## src/rtl/core/stf_pkg.sv

```systemverilog
// Shared types, constants and helpers for the shutter telegram framer.
// No dependencies.
`timescale 1ns / 1ps

package stf_pkg;

  localparam int unsigned TgBytes = 44;
  localparam int unsigned IdxW    = $clog2(TgBytes);
  localparam logic [IdxW-1:0] IdxLast = IdxW'(TgBytes - 1);

  localparam logic [7:0] StxChar  = 8'h02;
  localparam logic [7:0] EtxChar  = 8'h03;
  localparam logic [7:0] ZeroChar = 8'h30;
  localparam logic [7:0] OneChar  = 8'h31;
  localparam logic [7:0] TwoChar  = 8'h32;
  localparam logic [7:0] BChar    = 8'h42;

  // Sum of the fixed payload bytes: 02, 01, 0B and the 21 after the unit code.
  localparam logic [7:0] FixedSum = 8'h2F;
  localparam logic [7:0] CksBase  = 8'h03;

  localparam logic [3:0] ChanBroadcast = 4'hF;

  typedef struct packed {
    logic [19:0] unit_code;
    logic [15:0] rolling_count;
    logic [3:0]  channel;
    logic [7:0]  command;
  } stf_in_t;

  typedef struct packed {
    logic [7:0] wire_byte;
    logic       last_byte;
    logic       bad_channel;
  } stf_out_t;

  // One held request with its precomputed checksum and channel check.
  typedef struct packed {
    stf_in_t    fields;
    logic [7:0] cks;
    logic       bad;
  } stf_req_t;

  function automatic logic [7:0] hex_char(input logic [3:0] nib);
    logic [7:0] c;
    if (nib < 4'd10) begin
      c = ZeroChar + {4'h0, nib};
    end else begin
      c = 8'h37 + {4'h0, nib};
    end
    return c;
  endfunction

endpackage

```

## src/rtl/core/stf_req_stage.sv

```systemverilog
// Request register: captures one command word, its checksum and channel check.
// Depends on stf_pkg.
`timescale 1ns / 1ps

module stf_req_stage (
  input  logic              clk,
  input  logic              rst_n,
  input  logic              in_valid,
  output logic              in_stall,
  input  stf_pkg::stf_in_t  in_data,
  input  logic              req_pop,
  output logic              req_vld,
  output stf_pkg::stf_req_t req
);
  import stf_pkg::*;

  logic       req_vld_r, req_vld_nxt;
  stf_req_t   req_r;
  logic       take;
  logic [7:0] sum;
  logic       bad;

  // Hold off new words while the held request still has bytes to send.
  assign in_stall = req_vld_r && !req_pop;
  assign take     = in_valid && !in_stall;

  always_comb begin
    sum = FixedSum
        + in_data.rolling_count[15:8]
        + in_data.rolling_count[7:0]
        + in_data.unit_code[19:12]
        + in_data.unit_code[11:4]
        + {in_data.unit_code[3:0], 4'h0}
        + {7'h00, (in_data.channel != 4'h0)}
        + {4'h0, in_data.channel}
        + in_data.command;
    bad = in_data.channel[3] && (in_data.channel != ChanBroadcast);
  end

  always_comb begin
    req_vld_nxt = req_vld_r;
    if (take) begin
      req_vld_nxt = 1'b1;
    end else if (req_pop) begin
      req_vld_nxt = 1'b0;
    end
  end

  always_ff @(posedge clk) begin
    if (!rst_n) begin
      req_vld_r <= 1'b0;
    end else begin
      req_vld_r <= req_vld_nxt;
    end
  end

  always_ff @(posedge clk) begin
    if (take) begin
      req_r.fields <= in_data;
      req_r.cks    <= CksBase - sum;
      req_r.bad    <= bad;
    end
  end

  assign req_vld = req_vld_r;
  assign req     = req_r;

endmodule

```

## src/rtl/core/stf_byte_out.sv

```systemverilog
// Byte sequencer: walks the telegram index and fills the output register.
// Depends on stf_pkg.
`timescale 1ns / 1ps

module stf_byte_out (
  input  logic              clk,
  input  logic              rst_n,
  input  logic              req_vld,
  input  stf_pkg::stf_req_t req,
  output logic              req_pop,
  output logic              out_valid,
  input  logic              out_stall,
  output stf_pkg::stf_out_t out_data
);
  import stf_pkg::*;

  logic [IdxW-1:0] idx_r, idx_nxt;
  logic            out_valid_r, out_valid_nxt;
  stf_out_t        out_data_r;
  logic            load;
  logic            last;
  logic [7:0]      tg_byte;

  assign load    = req_vld && (!out_valid_r || !out_stall);
  assign last    = req.bad || (idx_r == IdxLast);
  assign req_pop = load && last;

  always_comb begin
    case (idx_r) inside
      6'd0:                tg_byte = StxChar;
      [6'd1:6'd9], 6'd11, 6'd13, [6'd19:6'd24], 6'd30, 6'd33, 6'd35, 6'd37, 6'd38:
                           tg_byte = ZeroChar;
      6'd10, 6'd31:        tg_byte = TwoChar;
      6'd12, 6'd32:        tg_byte = OneChar;
      6'd14:               tg_byte = BChar;
      6'd15:               tg_byte = hex_char(req.fields.rolling_count[15:12]);
      6'd16:               tg_byte = hex_char(req.fields.rolling_count[11:8]);
      6'd17:               tg_byte = hex_char(req.fields.rolling_count[7:4]);
      6'd18:               tg_byte = hex_char(req.fields.rolling_count[3:0]);
      6'd25:               tg_byte = hex_char(req.fields.unit_code[19:16]);
      6'd26:               tg_byte = hex_char(req.fields.unit_code[15:12]);
      6'd27:               tg_byte = hex_char(req.fields.unit_code[11:8]);
      6'd28:               tg_byte = hex_char(req.fields.unit_code[7:4]);
      6'd29:               tg_byte = hex_char(req.fields.unit_code[3:0]);
      6'd34:               tg_byte = (req.fields.channel != 4'h0) ? OneChar : ZeroChar;
      6'd36:               tg_byte = hex_char(req.fields.channel);
      6'd39:               tg_byte = hex_char(req.fields.command[7:4]);
      6'd40:               tg_byte = hex_char(req.fields.command[3:0]);
      6'd41:               tg_byte = hex_char(req.cks[7:4]);
      6'd42:               tg_byte = hex_char(req.cks[3:0]);
      6'd43:               tg_byte = EtxChar;
      default:             tg_byte = 8'h00;
    endcase
  end

  always_comb begin
    idx_nxt       = idx_r;
    out_valid_nxt = out_valid_r;
    if (load) begin
      idx_nxt       = last ? '0 : idx_r + 1'b1;
      out_valid_nxt = 1'b1;
    end else if (!out_stall) begin
      out_valid_nxt = 1'b0;
    end
  end

  always_ff @(posedge clk) begin
    if (!rst_n) begin
      idx_r       <= '0;
      out_valid_r <= 1'b0;
    end else begin
      idx_r       <= idx_nxt;
      out_valid_r <= out_valid_nxt;
    end
  end

  always_ff @(posedge clk) begin
    if (load) begin
      out_data_r.wire_byte   <= req.bad ? 8'h00 : tg_byte;
      out_data_r.last_byte   <= last;
      out_data_r.bad_channel <= req.bad;
    end
  end

  assign out_valid = out_valid_r;
  assign out_data  = out_data_r;

endmodule

```

## src/rtl/core/shutter_telegram_framer.sv

```systemverilog
// Shutter telegram framer: one request word in, 44 telegram bytes out (one flagged byte for a bad channel).
// Path: the request word is held in the request register, and its first byte then passes the output register.
// Rate: one byte per cycle while the output is not stalled; a rejected word yields a single flagged byte.
// Reset (rst_n, synchronous, active low) empties the request and output registers.
// Depends on stf_pkg, stf_req_stage and stf_byte_out.
`timescale 1ns / 1ps

module shutter_telegram_framer (
  input  logic              clk,
  input  logic              rst_n,
  // request word
  input  logic              in_valid,
  output logic              in_stall,
  input  stf_pkg::stf_in_t  in_data,
  // telegram byte word
  output logic              out_valid,
  input  logic              out_stall,
  output stf_pkg::stf_out_t out_data
);
  import stf_pkg::*;

  logic     req_vld;
  logic     req_pop;
  stf_req_t req;

  // Capture the request; the checksum and channel check are settled here so
  // the byte sequencer only has to select one character per cycle.
  stf_req_stage u_req (
    .clk      (clk),
    .rst_n    (rst_n),
    .in_valid (in_valid),
    .in_stall (in_stall),
    .in_data  (in_data),
    .req_pop  (req_pop),
    .req_vld  (req_vld),
    .req      (req)
  );

  // Advance through the telegram one byte per taken word; on the last byte
  // (or on a bad channel) release the request so the next word drops in
  // while the final byte still waits in the output register.
  stf_byte_out u_out (
    .clk       (clk),
    .rst_n     (rst_n),
    .req_vld   (req_vld),
    .req       (req),
    .req_pop   (req_pop),
    .out_valid (out_valid),
    .out_stall (out_stall),
    .out_data  (out_data)
  );

endmodule

```

## config.mk

```make
export PLATFORM = sky130hd
export DESIGN_NAME = shutter_telegram_framer
export DESIGN_NICKNAME = d
export VERILOG_FILES = /design/src/rtl/core/stf_pkg.sv /design/src/rtl/core/stf_req_stage.sv /design/src/rtl/core/stf_byte_out.sv /design/src/rtl/core/shutter_telegram_framer.sv
export SDC_FILE = /design/constraint.sdc
export NUM_CORES = 1
export LEC_CHECK = 0
export BUFFER_PORTS_ARGS = -buffer_cell sky130_fd_sc_hd__buf_2
export CORE_MARGIN = 3
export CORE_UTILIZATION = 52
export DETAILED_ROUTE_END_ITERATION = 16
export GPL_ROUTABILITY_DRIVEN = 0
export PLACE_DENSITY = 0.82
export SYNTH_ARGS = -nofsm -noshare
export SYNTH_HDL_FRONTEND = slang
export SYNTH_SLANG_ARGS = --single-unit
```

## constraint.sdc

```tcl
create_clock -name clk -period 5.05 [get_ports clk]
set_input_delay 0.505 -clock clk [delete_from_list [all_inputs] [get_ports clk]]
set_output_delay 0.505 -clock clk [all_outputs]
set_load 0.1 [all_outputs]
```

==> results_dict.tcl, run 1 <==
set metrics [dict create \
    yosys_most_used_dff "sky130_fd_sc_hd__edfxtp_1" \
    synthesis.area_mm2 0.00610 \
    area_growth_syn_to_layout_pct 11.2 \
    core_region_area_mm2 0.0111 \
    critical_path_required_ns 5.15 \
    worst_path_most_repeated_cell "sky130_fd_sc_hd__fa_1" \
    finalNetCount 818 \
    family_with_the_most_delay_on_the_worst_path "adder cells" \
    largest_family_of_logic_cells_by_synthesized_area "compound AO/OA/AOI/OAI gates" \
    clock_slew_seen_by_the_registers_of_the_worst_setup_and_hold_paths_ns 0.06 \
    floorplan.rows 38 \
    synthMostInstantiatedCell "sky130_fd_sc_hd__inv_1" \
    vias 5203 \
    yosysWarnings 0 \
    synthSimpleGateAreaFrac 0.160 \
    clock_insertion_delay_worst_skew_ns 0.35 \
    post_cts_hold_buffer_count 0 \
    post_synth_fa_ha_maj_area_fraction 0.175 \
    rsz0062_at_grt "false" \
    io_buffers 62 \
    power_switching_share 0.354 \
    post_synth_xor_area_fraction 0.0474 \
    grt-ovfl-total 0 \
    clk_root_buffer_cell "sky130_fd_sc_hd__clkbuf_16" \
    cts_buffer_depth 2 \
    internal_power_w 0.00147 \
    synth_largest_area_cell "sky130_fd_sc_hd__edfxtp_1" \
    power_switching_w 0.000804 \
    cp-start-kind "input pin" \
    antenna_cells_inserted 0 \
    timing.critical_path.slowest_stage_cell "sky130_fd_sc_hd__fa_1" \
    worstHoldPathType "in2reg" \
    post-route-drc-count 0 \
    ys_seq_area_frac 0.351 \
    area_share_of_the_largest_cell_type_after_synthesis 0.325 \
    design.die.area_mm2 0.0131 \
    crit_path_end_kind "flip-flop" \
    max-cap-violations 0 \
    cts_setup_buffers 0 \
    synth.area.top_cells "sky130_fd_sc_hd__edfxtp_1 (32%), sky130_fd_sc_hd__fa_1 (8.9%), sky130_fd_sc_hd__ha_1 (8.6%)" \
    die_h_um 114 \
    routed_wire_length_per_instance_um 18.1 \
    hpwl_after_detailed_placement_um 11900 \
    post_synth_mux_area_share 0 \
    grt_pass1_vias 4875 \
    syn_area_per_cell_um2 9.53 \
    io_pins 64 \
    timing.final.crit_share 0.720 \
    yosys_register_bits 74 \
    power_density_mw_per_mm2 335 \
    numCtsBuffers 9 \
    initial_utilization 0.548 \
    multiInputGateArea_mm2 0.00351 \
    synth_commonest_cells "sky130_fd_sc_hd__inv_1 (96), sky130_fd_sc_hd__edfxtp_1 (66), sky130_fd_sc_hd__nand2_1 (54)" \
    post-layout-total-power_w 0.00227 \
    worst_ep_arrival_time_ns 3.74 \
    critical_path.cell_chain "buf_2 -> inv_1 -> fa_1 -> fa_1 -> fa_1 -> fa_1 -> ha_1 -> inv_1 -> fa_1 -> inv_1 -> a21o_1 -> a21oi_1 -> xnor2_1" \
    sequential_cell_area_mm2 0.00214 \
    synth_fp_nets 761 \
    n_fill_cell 918 \
    share_clk_of_total_power 0.268 \
    grt_pass1_wl_um 24200 \
    grt_antenna_before_repair 0 \
    slew_viol_final 0 \
    status "finished, final reports clean" \
    globalRouteTotalUtil 0.238 \
    timing_worst_slew_pin_value_ns 1.15 \
    clock-skew-final_ns 0.00356 \
    final.setup.tns_ns 0 \
    compound_gate_portion_of_the_synthesized_area 0.191 \
    final_hold_viol_count 0 \
    post_synth_inst_count 640 \
    static-leakage-power_nw 2.82 \
    logic_gate_share_of_total_power 0.359 \
    synthArstFlopShare 0 \
    critical_path.n_buffers_inverters 4 \
    timing.max_slew.rel_slack 0.232 \
    achievable-frequency_mhz 275 \
    drive_above_1_share 0.135 \
    drt_wl_total_um 15300 \
    vias_per_cell 6.18 \
    netlist-cell-type-count 74 \
    max_stage_delay_on_crit_path_ns 0.56 \
    grt_start_max_net_pins 41 \
    power.share.sequential 0.372 \
    cts_tree "done" \
    initialDrtViolationCount 610 \
    chipWidth_um 114 \
    synth_edf_count 66 \
    period_minus_slack_ns 3.64 \
    antenna_violating_nets_post_route 0 \
    cts.sink_count 74 \
    ir_worst_vdd_mv 0.488 \
    number_of_failing_setup_endpoints_in_the_final_timing_report 0 \
    ctsResizeCount 0 \
    htreeDepth 3 \
    critical_path_peak_fanout 2 \
    crit_type "in2reg" \
    first_pass_iters 6 \
]
## per-layer routing
| layer | wire length [µm] | global-route usage |
|---|---|---|
| met5 | 0 | 0 |
| met4 | 529 | 0.0887 |
| met3 | 1320 | 0.0407 |
| met2 | 7140 | 0.392 |
| met1 | 6290 | 0.316 |
## worst register-to-register path: cells and delay by family, from the launching register on
family	cells	cell delay, ns
DFF	1	0.72
buffers and inverters	1	0.46
AOI/OAI and AO/OA	2	0.41
and+or+nand+nor	2	1.34
## cells in the final DEF (no fill, tap or decap), types with 10 or more instances in the layout
cell	Yosys	routed
sky130_fd_sc_hd__edfxtp_1	66	66
sky130_fd_sc_hd__xnor2_1	29	29
sky130_fd_sc_hd__nor2b_1	21	20
sky130_fd_sc_hd__nor2_1	20	20
sky130_fd_sc_hd__nand3_1	10	10
sky130_fd_sc_hd__a21oi_1	42	42
sky130_fd_sc_hd__fa_1	27	27
sky130_fd_sc_hd__o21ai_0	41	41
sky130_fd_sc_hd__nand2_1	54	54
sky130_fd_sc_hd__ha_1	42	42
sky130_fd_sc_hd__buf_2	7	62
sky130_fd_sc_hd__inv_1	96	96
## kinds of logic (layout without fill, tap and decap cells)
kind of cell             Yosys count  count (layout)
AO/OA/AOI/OAI                    177             177
AND/OR/NAND/NOR                  173             173
buffers and inverters            113             175
flip-flops                        74              74
adder cells (fa/ha/maj)           69              69
XOR/XNOR                          33              33
other                              1               1
## cell type report
| class | count | area share |
|---|---|---|
| clock buffers | 9 | 0.0332 |
| clock inverters | 7 | 0.00794 |
| inverters | 96 | 0.0531 |
| multi-input cells | 453 | 0.517 |
| flip-flops and latches | 74 | 0.316 |
| well taps | 140 | 0.0258 |
| repair buffers | 63 | 0.0469 |
## worst paths after layout
kind	slack (ns)	to	depth (start not counted)	start
worst min-delay path	0.34	u_req.req[45]	1	in_data[36]
worst max-delay path	1.41	u_req.req[7]	13	in_data[13]
worst min register to register	0.52	u_out.out_valid	2	u_req.req_vld
worst max register to register	1.81	u_req.req[29]	5	u_out.idx_r[3]
## metrics by stage
stage	utilization	cell area, µm²	setup WS [ns]	hold slack (ns)	std cells
after floorplan	-	6100	0.280	0.481	640
after global placement	0.584	6500	1.17	0.500	826
after detailed placement	0.584	6500	1.03	0.510	826
after CTS	0.609	6780	1.40	0.341	842
after global routing	0.609	6780	1.28	0.342	842
final	0.609	6780	1.41	0.345	842
## power by group through the flow
stage / logic (W) / clock network [W] / registers (W)
finish: 0.000816 / 0.000610 / 0.000846
CTS: 0.000821 / 0.000616 / 0.000844
detailed placement: 0.000812 / 0 / 0.000856
global placement: 0.000764 / 0 / 0.000849
floorplan: 0.000579 / 0 / 0.000870
global route: 0.000899 / 0.000643 / 0.000855
## state kept, by name, indices dropped and copies added (netlist names)
| name | count |
|---|---|
| u_req.req | 57 |
| u_out.idx_r | 6 |
| u_out.out_valid | 1 |
| u_req.req_vld | 1 |
| u_out.out_data | 9 |
Power figures use the tool's default switching activity.
==> run 2: changes to the inputs <==
==> constraint.sdc (replaced) <==
create_clock -name clk -period 3.4 [get_ports clk]
set_input_delay 0.34 -clock clk [delete_from_list [all_inputs] [get_ports clk]]
set_output_delay 0.34 -clock clk [all_outputs]
set_load 0.1 [all_outputs]
==> run 2 against run 1 <==
- via count grew 1.6%
- combinational power grew 87%
- design area grew 4.8%
- power grew 64%
- critical path type unchanged
- clock power grew 56%
- first-iteration DRC count is the same
- non-clock buffer count grew 27
- count of clock-buffer cells in the layout is the same
- sequential power grew 48%
- utilization grew 2.9 points
==> results_dict.tcl, run 2 (synthesized netlist as in run 1, its figures left out) <==
set metrics [dict create \
    max-cap-violations 0 \
    slew_viol_final 0 \
    timing_worst_slew_pin_value_ns 0.919 \
    initialDrtViolationCount 610 \
    antenna_cells_inserted 0 \
    floorplan.rows 38 \
    achievable-frequency_mhz 301 \
    drive_above_1_share 0.200 \
    timing.critical_path.slowest_stage_cell "sky130_fd_sc_hd__fa_2" \
    vias_per_cell 6.08 \
    clock_slew_seen_by_the_registers_of_the_worst_setup_and_hold_paths_ns 0.06 \
    drt_wl_total_um 15500 \
    crit_path_end_kind "flip-flop" \
    worst_path_most_repeated_cell "sky130_fd_sc_hd__fa_2" \
    timing.final.crit_share 0.976 \
    chipWidth_um 114 \
    dpl_worst_slack_ns -0.318 \
    number_of_failing_setup_endpoints_in_the_final_timing_report 0 \
    grt_start_max_net_pins 58 \
    numCtsBuffers 9 \
    grt_antenna_before_repair 0 \
    post_cts_hold_buffer_count 0 \
    grt_pass1_vias 5128 \
    core_region_area_mm2 0.0111 \
    clock_insertion_delay_worst_skew_ns 0.34 \
    routed_wire_length_per_instance_um 17.8 \
    power_density_mw_per_mm2 525 \
    final_critical_path_setup_slack_ns 0.0821 \
    vias 5285 \
    layout_commonest_cell "sky130_fd_sc_hd__inv_1" \
    cts_tree "done" \
    finalNetCount 845 \
    n_fill_cell 881 \
    htreeDepth 3 \
    design.die.area_mm2 0.0131 \
    timing.max_slew.rel_slack 0.377 \
    static-leakage-power_nw 2.97 \
    sequential_cell_area_mm2 0.00214 \
    rsz0062_at_grt "true" \
    clock-skew-final_ns 0.0105 \
    hpwl_after_detailed_placement_um 12100 \
    worstHoldPathType "in2reg" \
    max_stage_delay_on_crit_path_ns 0.61 \
    final_hold_viol_count 0 \
    multiInputGateArea_mm2 0.00359 \
    initial_utilization 0.548 \
    reg2regPathDepth 8 \
    io_buffers 62 \
    crit_type "in2reg" \
    antenna_violating_nets_post_route 0 \
    clk_root_buffer_cell "sky130_fd_sc_hd__clkbuf_16" \
    status "finished, final reports clean" \
    grt_pass1_wl_um 25000 \
    most-common-layout-cells "sky130_fd_sc_hd__inv_1 (87), sky130_fd_sc_hd__edfxtp_1 (66), sky130_fd_sc_hd__buf_2 (61), sky130_fd_sc_hd__nand2_1 (54), sky130_fd_sc_hd__o21ai_0 (41)" \
    grt-ovfl-total 0 \
    worst_ep_arrival_time_ns 3.40 \
    cts_buffer_depth 2 \
    area_growth_syn_to_layout_pct 16.5 \
    die_h_um 114 \
    io_pins 64 \
    globalRouteTotalUtil 0.242 \
    cp-start-kind "input pin" \
    hold_ws_ns 0.175 \
    worstHoldPathCells 1 \
    critical_path.cell_chain "buf_2 -> inv_2 -> fa_2 -> fa_1 -> fa_1 -> fa_2 -> ha_4 -> inv_1 -> fa_2 -> buf_4 -> buf_4 -> xnor2_1" \
    first_pass_iters 9 \
    cts.sink_count 74 \
    period_minus_slack_ns 3.32 \
    largest_register_ffs 57 \
    ir_worst_vdd_mv 0.619 \
    post-route-drc-count 0 \
    critical_path_peak_fanout 2 \
    critical_path_required_ns 3.48 \
]
[run 2: changes by cell type in the layout (fill, tap and decap cells not counted), sizes merged]
cell      change
clkinvlp      -2
clkinv        +1
buf          +27
bufinv        +1
[run 2: worst paths after layout]
check / startpoint / endpoint / slack, ns
hold / removal: in_data[36] / u_req.req[45] / 0.18
setup / recovery: in_data[41] / u_req.req[5] / 0.08
setup reg to reg: u_out.idx_r[0] / u_out.out_data[2] / 0.49
hold reg to reg: u_out.idx_r[1] / u_out.idx_r[1] / 0.53
[run 2: layout make-up]
| cell class | count | share of cell area |
|---|---|---|
| multi-input cells | 453 | 0.505 |
| well taps | 140 | 0.0246 |
| inverters | 96 | 0.0507 |
| repair buffers | 90 | 0.0759 |
| clock buffers | 9 | 0.0317 |
| flip-flops and latches | 74 | 0.301 |
| clock inverters | 7 | 0.0106 |
[run 2: what timing repair did]
action | CTS | global route
setup buffers | 0 | 3
hold endpoints to repair | 0 | 0
setup endpoints to repair | 0 | 2
gates resized for setup | 0 | 20
[run 2: routing by layer]
metal,up-vias,global-route usage,share of wire
met5,-,0,0
met4,0,0.0903,0.026
met3,43,0.0407,0.079
met2,273,0.409,0.49
met1,2494,0.313,0.41
li1,2475,-,-
[run 2: power by group]
part           switching (W)  leakage (nW)  internal [W]
registers          0.0000995         0.698       0.00115
logic               0.000776          2.13      0.000753
clock network       0.000380         0.140      0.000571
[run 2: worst max-delay path: cells and delay by family]
family | cells | cell delay, ns
adder cells (fa/ha/maj) | 6 | 2.52
buffers and inverters | 5 | 0.45
XOR/XNOR | 1 | 0.11
[run 2: metrics by stage]
stage                     cells  utilization  instance area [µm²]  setup TNS (ns)  total power (W)
after floorplan             640            -                 6140         -0.0279          0.00221
after global placement      850        0.604                 6720          -0.607          0.00255
after detailed placement    850        0.604                 6720           -1.03          0.00265
after CTS                   866        0.631                 7020               0          0.00362
after global routing        869        0.639                 7110         -0.0623          0.00398
final                       869        0.639                 7110               0          0.00373
==> run 3: changes to the inputs <==
--- a/config.mk
+++ b/config.mk
@@ -11,6 +11,9 @@
 export DETAILED_ROUTE_END_ITERATION = 16
 export GPL_ROUTABILITY_DRIVEN = 0
 export PLACE_DENSITY = 0.82
+export RECOVER_POWER = 50
+export SETUP_SLACK_MARGIN = 0.5
 export SYNTH_ARGS = -nofsm -noshare
 export SYNTH_HDL_FRONTEND = slang
 export SYNTH_SLANG_ARGS = --single-unit
+export TNS_END_PERCENT = 20
==> run 3 against run 2 <==
- utilization shrank 0.76 points
- design area shrank 1.2%
- power shrank 1.1%
- die area is the same
==> results_dict.tcl, run 3 (synthesized netlist as in run 1, its figures left out) <==
set metrics [dict create \
    cts_buffer_depth 2 \
    rsz0062_at_grt "true" \
    timing.critical_path.slowest_stage_cell "sky130_fd_sc_hd__or4_4" \
    max_stage_delay_on_crit_path_ns 0.52 \
    grt-ovfl-total 0 \
    grt_antenna_before_repair 0 \
    post-route-util 0.631 \
    family_with_the_most_delay_on_the_worst_path "adder cells" \
    timing.max_slew.rel_slack 0.224 \
    crit_path_end_kind "flip-flop" \
    layout_commonest_cell "sky130_fd_sc_hd__inv_1" \
    timing_worst_slew_pin_value_ns 1.17 \
    globalRouteTotalUtil 0.246 \
    critical_path_peak_fanout 2 \
    final.setup.tns_ns 0 \
    io_pins 64 \
    cp-start-kind "input pin" \
    initialDrtViolationCount 681 \
    status "finished, final reports clean" \
    final_hold_viol_count 0 \
    clk_root_buffer_cell "sky130_fd_sc_hd__clkbuf_16" \
    multiInputGateArea_mm2 0.00358 \
    slew_viol_final 0 \
    grt_pass1_vias 5071 \
    post-route-drc-count 0 \
    vias 5349 \
    max-cap-violations 0 \
    post_cts_hold_buffer_count 0 \
    hold_ws_ns 0.167 \
    area_growth_syn_to_layout_pct 15.1 \
    antenna_cells_inserted 0 \
    die_h_um 114 \
    crit_type "in2reg" \
    io_buffers 62 \
    initial_utilization 0.548 \
    timing.final.crit_share 0.977 \
    hpwl_after_detailed_placement_um 12100 \
    critical_path_required_ns 3.49 \
    final_critical_path_setup_slack_ns 0.0769 \
    largest_register_ffs 57 \
    cts_tree "done" \
    period_minus_slack_ns 3.32 \
    antenna_violating_nets_post_route 0 \
    clock-skew-final_ns 0.0116 \
    numCtsBuffers 9 \
    worst_ep_arrival_time_ns 3.42 \
    worstHoldPathType "in2reg" \
    number_of_failing_setup_endpoints_in_the_final_timing_report 0 \
    htreeDepth 3 \
    clock_slew_seen_by_the_registers_of_the_worst_setup_and_hold_paths_ns 0.06 \
    sequential_cell_area_mm2 0.00214 \
    finalNetCount 843 \
    drive_above_1_share 0.136 \
    routed_wire_length_per_instance_um 18.6 \
    power_density_mw_per_mm2 526 \
    floorplan.rows 38 \
    worst_path_most_repeated_cell "sky130_fd_sc_hd__inv_2" \
    design.die.area_mm2 0.0131 \
    static-leakage-power_nw 2.81 \
    dpl_worst_slack_ns -0.341 \
    first_pass_iters 5 \
    most-common-layout-cells "sky130_fd_sc_hd__inv_1 (86), sky130_fd_sc_hd__edfxtp_1 (66), sky130_fd_sc_hd__nand2_1 (54), sky130_fd_sc_hd__clkbuf_1 (48), sky130_fd_sc_hd__o21ai_0 (41)" \
    clock_insertion_delay_worst_skew_ns 0.35 \
    cts.sink_count 74 \
    drt_wl_total_um 16100 \
    ir_worst_vdd_mv 0.585 \
    critical_path.cell_chain "buf_6 -> or4_4 -> ha_1 -> inv_4 -> fa_1 -> inv_1 -> fa_2 -> inv_2 -> fa_1 -> ha_2 -> inv_2 -> fa_2 -> inv_2 -> a21o_1 -> a21oi_2 -> xnor2_1" \
    chipWidth_um 114 \
    grt_start_max_net_pins 58 \
    critical_path.n_buffers_inverters 6 \
    core_region_area_mm2 0.0111 \
    grt_pass1_wl_um 25200 \
    achievable-frequency_mhz 301 \
    vias_per_cell 6.18 \
    n_fill_cell 896 \
]
run 3: area by class of cell:
class / instances / area share
tap: 140 / 0.0249
clock buffer: 9 / 0.0321
timing repair buffer: 88 / 0.0706
inverter: 96 / 0.0517
multi-input combinational: 453 / 0.509
sequential: 74 / 0.305
clock inverter: 6 / 0.00624
run 3: worst paths after layout:
path	startpoint	end	slack [ns]	depth (start not counted)
worst min-delay path	in_data[13]	u_req.req[22]	0.17	1
worst min register to register	u_req.req_vld	u_out.out_valid	0.53	2
worst max-delay path	in_data[8]	u_req.req[7]	0.08	16
worst max register to register	u_out.idx_r[3]	u_out.out_data[3]	0.68	5
run 3: where the power goes:
group          total [W]  internal [W]  switching, W  leakage [nW]
Clock           0.000874      0.000490      0.000384         0.120
Combinational    0.00156      0.000771      0.000792          1.99
Sequential       0.00126       0.00115      0.000104         0.699
Total            0.00369       0.00241       0.00128          2.81
run 3: through the flow:
stage | total power, W | std cells | cell area, µm²
finish | 0.00369 | 866 | 7020
global route | 0.00392 | 866 | 7020
CTS | 0.00360 | 866 | 7010
detailed placement | 0.00269 | 850 | 6730
global placement | 0.00259 | 850 | 6730
floorplan | 0.00221 | 640 | 6140
run 3: worst reg2reg max path: cells and delay by family, from the launching register on:
| family | cells | cell delay, ns |
|---|---|---|
| AND/OR/NAND/NOR | 2 | 0.94 |
| AO/OA/AOI/OAI | 3 | 0.80 |
| flip-flops | 1 | 0.72 |
run 3: what timing repair did:
action | in CTS | in global routing
resized for setup | 5 | 28
pin swaps | 9 | 6
setup endpoints to repair | 5 | 10
buffers inserted | 1 | 0
run 3: metal layers:
metal,vias up,GRT usage,routed length [µm]
li1,2468,-,-
met1,2531,0.316,6330
met2,305,0.406,7870
met3,45,0.0560,1390
met4,0,0.0958,506
met5,-,0,0
